**src/design/rsd_pkg.sv**
```systemverilog
// shared types, constants and fixed-point helpers for the ray-sphere shader
`timescale 1ns / 1ps

package rsd_pkg;

  typedef struct packed {
    logic [10:0] pixel_col;
    logic [9:0]  pixel_row;
  } rsd_in_t;

  typedef struct packed {
    logic [7:0] shade;
    logic       hit;
  } rsd_out_t;

  localparam int CFG_ADDR_W = 3;
  localparam int CFG_DATA_W = 32;

  localparam logic [CFG_ADDR_W-1:0] CFG_OFFSET_X = 3'd0;
  localparam logic [CFG_ADDR_W-1:0] CFG_OFFSET_Y = 3'd1;
  localparam logic [CFG_ADDR_W-1:0] CFG_OFFSET_Z = 3'd2;
  localparam logic [CFG_ADDR_W-1:0] CFG_RADIUS   = 3'd3;
  localparam logic [CFG_ADDR_W-1:0] CFG_LIGHT_X  = 3'd4;
  localparam logic [CFG_ADDR_W-1:0] CFG_LIGHT_Y  = 3'd5;
  localparam logic [CFG_ADDR_W-1:0] CFG_LIGHT_Z  = 3'd6;

  localparam logic signed [31:0] RST_OFFSET_X = -32'sd327680;
  localparam logic signed [31:0] RST_OFFSET_Y = -32'sd327680;
  localparam logic signed [31:0] RST_OFFSET_Z = 32'sd786432;
  localparam logic [30:0]        RST_RADIUS   = 31'd131072;
  localparam logic signed [17:0] RST_LIGHT_X  = 18'sd0;
  localparam logic signed [17:0] RST_LIGHT_Y  = 18'sd65536;
  localparam logic signed [17:0] RST_LIGHT_Z  = 18'sd0;

  localparam logic signed [31:0] Q_ONE = 32'sd65536;

  // ray direction reciprocal width
  localparam int RCP_W = 30;
  localparam int DIR_W = 27;

  // square root: 24 result bits, two per stage
  localparam int SQ_PER = 2;
  localparam int SQ_STG = 12;
  localparam int ROOT_W = SQ_PER * SQ_STG;

  // divider: 48 quotient bits, three per stage, plus output register
  localparam int DIV_PER = 3;
  localparam int DIV_STG = 16;
  localparam int DIV_LAT = DIV_STG + 1;

  function automatic logic signed [31:0] sat32(input logic signed [63:0] v);
    logic signed [31:0] r;
    if (v > 64'sd2147483647) r = 32'sh7FFF_FFFF;
    else if (v < -64'sd2147483648) r = 32'sh8000_0000;
    else r = v[31:0];
    return r;
  endfunction

  // product of two q16.16 values back to q16.16, floor and saturate
  function automatic logic signed [31:0] qfix(input logic signed [63:0] p);
    return sat32(p >>> 16);
  endfunction

  function automatic logic signed [31:0] sadd(input logic signed [31:0] a,
                                              input logic signed [31:0] b);
    return sat32(64'(a) + 64'(b));
  endfunction

  function automatic logic signed [31:0] ssub(input logic signed [31:0] a,
                                              input logic signed [31:0] b);
    return sat32(64'(a) - 64'(b));
  endfunction

endpackage

```
**src/design/rsd_sqrt.sv**
```systemverilog
// pipelined q16.16 square root, two result bits per stage
`timescale 1ns / 1ps

module rsd_sqrt import rsd_pkg::*; (
  input  logic               clk,
  input  logic               en,
  input  logic signed [31:0] x,
  output logic [ROOT_W-1:0]  root
);

  logic [27:0]       rem_r   [SQ_STG];
  logic [ROOT_W-1:0] root_r  [SQ_STG];
  logic [47:0]       v_r     [SQ_STG];
  logic [27:0]       rem_nxt [SQ_STG];
  logic [ROOT_W-1:0] root_nxt[SQ_STG];
  logic [47:0]       v_nxt   [SQ_STG];

  always_comb begin
    logic [27:0]       rem;
    logic [27:0]       trial;
    logic [ROOT_W-1:0] rt;
    logic [47:0]       vv;
    for (int s = 0; s < SQ_STG; s++) begin
      if (s == 0) begin
        rem = '0;
        rt  = '0;
        // non-positive input gives zero
        vv  = (!x[31] && (x != 32'sd0)) ? {1'b0, x[30:0], 16'h0000} : 48'h0;
      end else begin
        rem = rem_r[s-1];
        rt  = root_r[s-1];
        vv  = v_r[s-1];
      end
      for (int k = 0; k < SQ_PER; k++) begin
        rem   = {rem[25:0], vv[47:46]};
        trial = {2'b00, rt, 2'b01};
        if (rem >= trial) begin
          rem = rem - trial;
          rt  = {rt[ROOT_W-2:0], 1'b1};
        end else begin
          rt  = {rt[ROOT_W-2:0], 1'b0};
        end
        vv = {vv[45:0], 2'b00};
      end
      rem_nxt[s]  = rem;
      root_nxt[s] = rt;
      v_nxt[s]    = vv;
    end
  end

  always_ff @(posedge clk) begin
    if (en) begin
      for (int s = 0; s < SQ_STG; s++) begin
        rem_r[s]  <= rem_nxt[s];
        root_r[s] <= root_nxt[s];
        v_r[s]    <= v_nxt[s];
      end
    end
  end

  assign root = root_r[SQ_STG-1];

endmodule

```
**config.mk**
```make
export PLATFORM = sky130hd
export DESIGN_NAME = rsd_sqrt
export DESIGN_NICKNAME = d
export VERILOG_FILES = /design/src/design/rsd_pkg.sv /design/src/design/rsd_sqrt.sv
export SDC_FILE = /design/constraint.sdc
export NUM_CORES = 1
export LEC_CHECK = 0
export ABC_CLOCK_PERIOD_IN_PS = 8200
export BUFFER_PORTS_ARGS = -buffer_cell sky130_fd_sc_hd__buf_2
export CELL_PAD_IN_SITES_DETAIL_PLACEMENT = 1
export CELL_PAD_IN_SITES_GLOBAL_PLACEMENT = 2
export CORE_UTILIZATION = 43
export DETAILED_ROUTE_END_ITERATION = 7
export PLACE_DENSITY_LB_ADDON = 0.1
export SYNTH_ARGS = -nofsm -noshare
export SYNTH_HDL_FRONTEND = slang
export SYNTH_SLANG_ARGS = --single-unit
```
**constraint.sdc**
```tcl
create_clock -name clk -period 8.2 [get_ports clk]
set_input_delay 2.46 -clock clk [delete_from_list [all_inputs] [get_ports clk]]
set_output_delay 2.46 -clock clk [all_outputs]
set_load 0.005 [all_outputs]
```
### Word level (Yosys, flattened, before mapping)

Memory sizes are Yosys's and may differ from the RTL's.
Index checks and enable logic that the tools add are counted.
W data, S select, Z words.

* flip-flop bits (word level): 0
* input port bits: 34
* output and inout port bits: 24
* logic and storage cells: 105
* memory bits (writable): 1152
* memories kept: 3

* multiplexer cells: 51
* add/subtract/negate cells: 24
* reduce and logical (&&, ||, !) cells: 3
* order comparisons: 24

Memories
* v_r: words 12, bits a word 44, rd ports 11, clocked after Yosys merged registers in 0, wr ports 12, line rsd_sqrt.sv:13 `logic [47:0] v_r [SQ_STG];`
* rem_r: words 12, bits a word 28, rd ports 11, clocked after Yosys merged registers in 0, wr ports 12, line rsd_sqrt.sv:11 `logic [27:0] rem_r [SQ_STG];`
* root_r: words 12, bits a word 24, rd ports 12, clocked after Yosys merged registers in 0, wr ports 12, line rsd_sqrt.sv:12 `logic [ROOT_W-1:0] root_r [SQ_STG];`

Operators by type and width (count)
* $ge A28 B26 Y1: 22
* $mux W28: 12
* $mux W26: 12
* $sub A28 B26 Y28: 11
* $sub A26 B26 Y26: 11
* $mux W47: 1
* $reduce_bool A32 Y1: 1
* $ge A28 B3 Y1: 1
* $sub A28 B3 Y28: 1
* $mux W1: 26
* $sub A1 B1 Y2 const B: 1
* $ge A1 B1 Y1 const B: 1
* $logic_and A1 B1 Y1: 1
* $logic_not A1 Y1: 1

### Logic depth before layout (Yosys ltp)

* depth after elaboration: 7
* mapped depth: 27
* gate-level depth less buffers: 24

### Worst setup path before layout

Ideal clock, no wire load.

* path kind: register to register
* start point: mem rem_r[9][0]
* end point: mem rem_r[10][15] (data pin)
* period minus slack after synthesis: 6054 ps
* setup time: 260 ps
* slack: 2146 ps
* required time: 7940 ps
* path buffers: 2
* cell stages (with the launch flop): 24
* arrival: 5794 ps
* cells stage by stage: edfxtp_1 -> ha_1 -> fa_1 -> a21o_1 -> a21oi_1 -> o21bai_1 -> a41o_1 -> o31a_1 -> a21oi_1 -> clkbuf_1 -> mux2_2 -> ha_1 -> a21oi_1 -> o21bai_1 -> a21oi_1 -> a211oi_1 -> o311ai_0 -> a211o_1 -> nand3_1 -> o211ai_1 -> nand2_1 -> nor2_4 -> buf_4 -> mux2_2

RTL lines (line)
* start: declaration: rsd_sqrt.sv:11

==> impl_metrics.yaml <==
logic_synthesis:
  async_flop_share: 0
  yosysTopAreaCellShare: 0.420
  syn_area_um2: 37800
  ys_warn_count: 0
  synth_nets: 4128
  synth.avg_cell_area_um2: 9.99
  synth_ff_type: "edfxtp_1"
  synthTopCellsByArea: "edfxtp_1 42%, ha_1 10%, xnor2_1 5.2%"
  synth_commonest_cells: "530 x edfxtp_1, 306 x nor2_1, 301 x ha_1, 266 x nand2_1, 257 x a21oi_1"
  synth_cell_types: 108
  synth_seq_cells: 530
  syn-instance-count: 3789
  seq_area_frac_synth: 0.420
  synth-edff-count: 530
  synth_top_cell_by_area: "edfxtp_1"
  yosys.cell_count.top_type: "edfxtp_1"
die:
  fp.dieH_um: 299
  row_count: 108
  core_region_area_um2: 87000
  fp.dieW_um: 299
  io-pin-count: 58
  initial_core_util: 0.435
  die_area_um2: 89200
clocking:
  clkSinkCount: 530
  cts_tree: "built"
  cts_buffers: 60
  clk-insertion-delay-late_ns: 0.67
  cts_hold_buf: 0
  cts_buffer_depth: 3
  path_clk_slew_ns: 0.06
  cts-root-buf: "clkbuf_16"
  cts-htree-levels: 2
  post-cts-setup-buffer-count: 0
  cts_resized: 0
sta:
  worst_pin_slew_ns: 1.31
  hold_violations: 0
  setup_ws_ns: 0.590
  post-route-period-util: 0.928
  fin_crit_ns: 7.61
  fmax_ghz: 0.131
  final_max_slew_viol_count: 0
  rsz0062_at_grt: "false"
  skew_ns: 0.0232
  slew-limit-headroom: 0.129
  setup_viol_count_final: 0
  tns_ns: 0
worst_setup_path:
  critical_path_arrival_ns: 8.02
  cpLargestDelayFamily: "compound AO/OA/AOI/OAI gates"
  end_kind: "flop"
  worstPathCellList: "ha_1, fa_1, a21o_1, a21oi_1, o21bai_1, a41o_1, o31a_1, a21oi_2, clkinv_1, ha_1, a21oi_1, o21bai_1, a21oi_1, a211oi_1, o311ai_0, a211o_1, nand3_1, o211ai_1, nand2_1, nor2_4, mux2_2"
  critPathLaunchType: "flop"
  required_ns: 8.61
  cp.depth: 21
  slowest_stage: "o311ai_0"
  cp_common_cell: "a21oi_1"
  reg2reg_depth: 21
  critical_path.max_stage_delay_ns: 0.79
  path_class: "reg -> reg"
  worst-path-max-fanout: 19
  crit_buf_inv: 1
route:
  drt_wl_total_um: 109000
  vias: 29400
  dr.first_iter.drc_count: 1609
  routedWlPerCell_um: 21.6
  antenna_left: 0
  viasPerCell: 5.81
  firstDrtPassIters: 5
  drc: 0
flow_run:
  max-cap-violations: 0
pwr:
  p_per_area_nw_per_um2: 300
  p_leak_uw: 0.0163
  ir_drop_uv: 202
grt:
  antenna_found_initial: 6
  grt_pass1_wl_um: 171000
  grt_max_degree: 178
  first_global_vias: 30300
  grt_usage: 0.242
  overflow: 0
cells_and_area:
  drive_above_1_share: 0.0843
  final_nets: 4189
  area_delta_synth_final_pct: 9.71
worst_hold_path:
  worstHoldPathType: "reg -> reg"
  holdPathStages: 0
placed_design:
  preCtsSetupSlack_ns: 0.689
  dp_hpwl_um: 86700
  numPortBuffers: 57
  gp_congestion: 0.882
outcome:
  status: "complete, no violations"
==> worst paths after layout <==
| kind | from | endpoint | slack, ns |
|---|---|---|---|
| setup / recovery | rem_r[9][0] | rem_r[10][5] | 0.59 |
| hold / removal | v_r[2][25] | v_r[3][29] | 0.42 |
| setup reg to reg | rem_r[9][0] | rem_r[10][5] | 0.59 |
| hold reg to reg | v_r[2][25] | v_r[3][29] | 0.42 |
==> cell usage in the layout, fill, tap and decap left out, drive strengths merged, types with 19 or more instances in the layout <==
| cell type | synthesis | layout |
|---|---|---|
| a21o | 104 | 104 |
| o21a | 41 | 41 |
| mux2 | 80 | 80 |
| nand4 | 59 | 59 |
| edfxtp | 530 | 530 |
| nor4 | 54 | 54 |
| a211oi | 40 | 40 |
| nand3b | 19 | 19 |
| clkbuf | 46 | 66 |
| nor2b | 40 | 40 |
| and2 | 52 | 52 |
| a21oi | 257 | 257 |
| or4 | 20 | 20 |
| clkinv | 3 | 31 |
| o211ai | 28 | 28 |
| mux2i | 25 | 25 |
| o21bai | 45 | 45 |
| o21ai | 200 | 200 |
| nand2 | 267 | 267 |
| a31oi | 28 | 28 |
| nand3 | 109 | 109 |
| ha | 301 | 301 |
| inv | 257 | 264 |
| nor3 | 95 | 95 |
| buf | 35 | 80 |
| and3 | 28 | 28 |
| xor2 | 143 | 143 |
| nand2b | 43 | 43 |
| o31ai | 23 | 23 |
| nor2 | 308 | 308 |
| xnor2 | 225 | 225 |
| or3 | 30 | 30 |
==> power by group <==
part	internal (uW)	switching, uW
combinational	2230	3160
clock	1660	1180
sequential	3720	516
total	7610	4860
==> routing by layer <==
metal | track usage | vias to the layer above | share of wire
met3 | 0.0311 | 131 | 0.037
met1 | 0.328 | 14500 | 0.47
met2 | 0.409 | 449 | 0.47
met4 | 0.0621 | 4 | 0.023
met5 | 0 | - | 0.00025
li1 | - | 14200 | -
==> stage by stage <==
stage	cell area, um^2	util	total power [uW]	instances	hold WS, ns
floorplan	37800	-	8070	3789	0.400
global placement	39500	0.453	9420	4943	0.401
detailed placement	39500	0.453	9630	4943	0.406
CTS	41500	0.477	12500	5056	0.415
global route	41500	0.477	13300	5056	0.422
finish	41500	0.477	12500	5057	0.417
==> layout make-up <==
class	instances	area, um^2
Multi-Input combinational cell	2918	20600
Fill cell	9752	45500
Clock buffer	66	1520
Timing Repair Buffer	80	505
Tap cell	1155	1450
Inverter	260	980
Sequential cell	530	15900
Clock inverter	47	538
Antenna cell	1	2.50
==> state kept, by name, summed over array words and instances, names as in the netlist <==
signal / cells
rem_r: 262
root_r: 156
v_r: 112
==> worst register-to-register path, stage by stage (launching register included) <==
cell and delay (ns):
edfxtp_1 0.46, ha_1 0.26, fa_1 0.42, a21o_1 0.20, a21oi_1 0.24, o21bai_1 0.14, a41o_1 0.31, o31a_1 0.35
a21oi_2 0.64, clkinv_1 0.49, ha_1 0.33, a21oi_1 0.25, o21bai_1 0.14, a21oi_1 0.40, a211oi_1 0.18, o311ai_0 0.79
a211o_1 0.25, nand3_1 0.07, o211ai_1 0.18, nand2_1 0.26, nor2_4 0.56, mux2_2 0.42
==> kinds of logic after synthesis <==
family	Yosys count	share of synthesized area
buffers and inverters	341	0.0355
adder cells (fa/ha/maj)	305	0.102
XOR/XNOR	368	0.0852
AND/OR/NAND/NOR	1216	0.167
AO/OA/AOI/OAI	924	0.159
multiplexers	105	0.0305
flip-flops	530	0.420
Power figures use the tool's default switching activity.
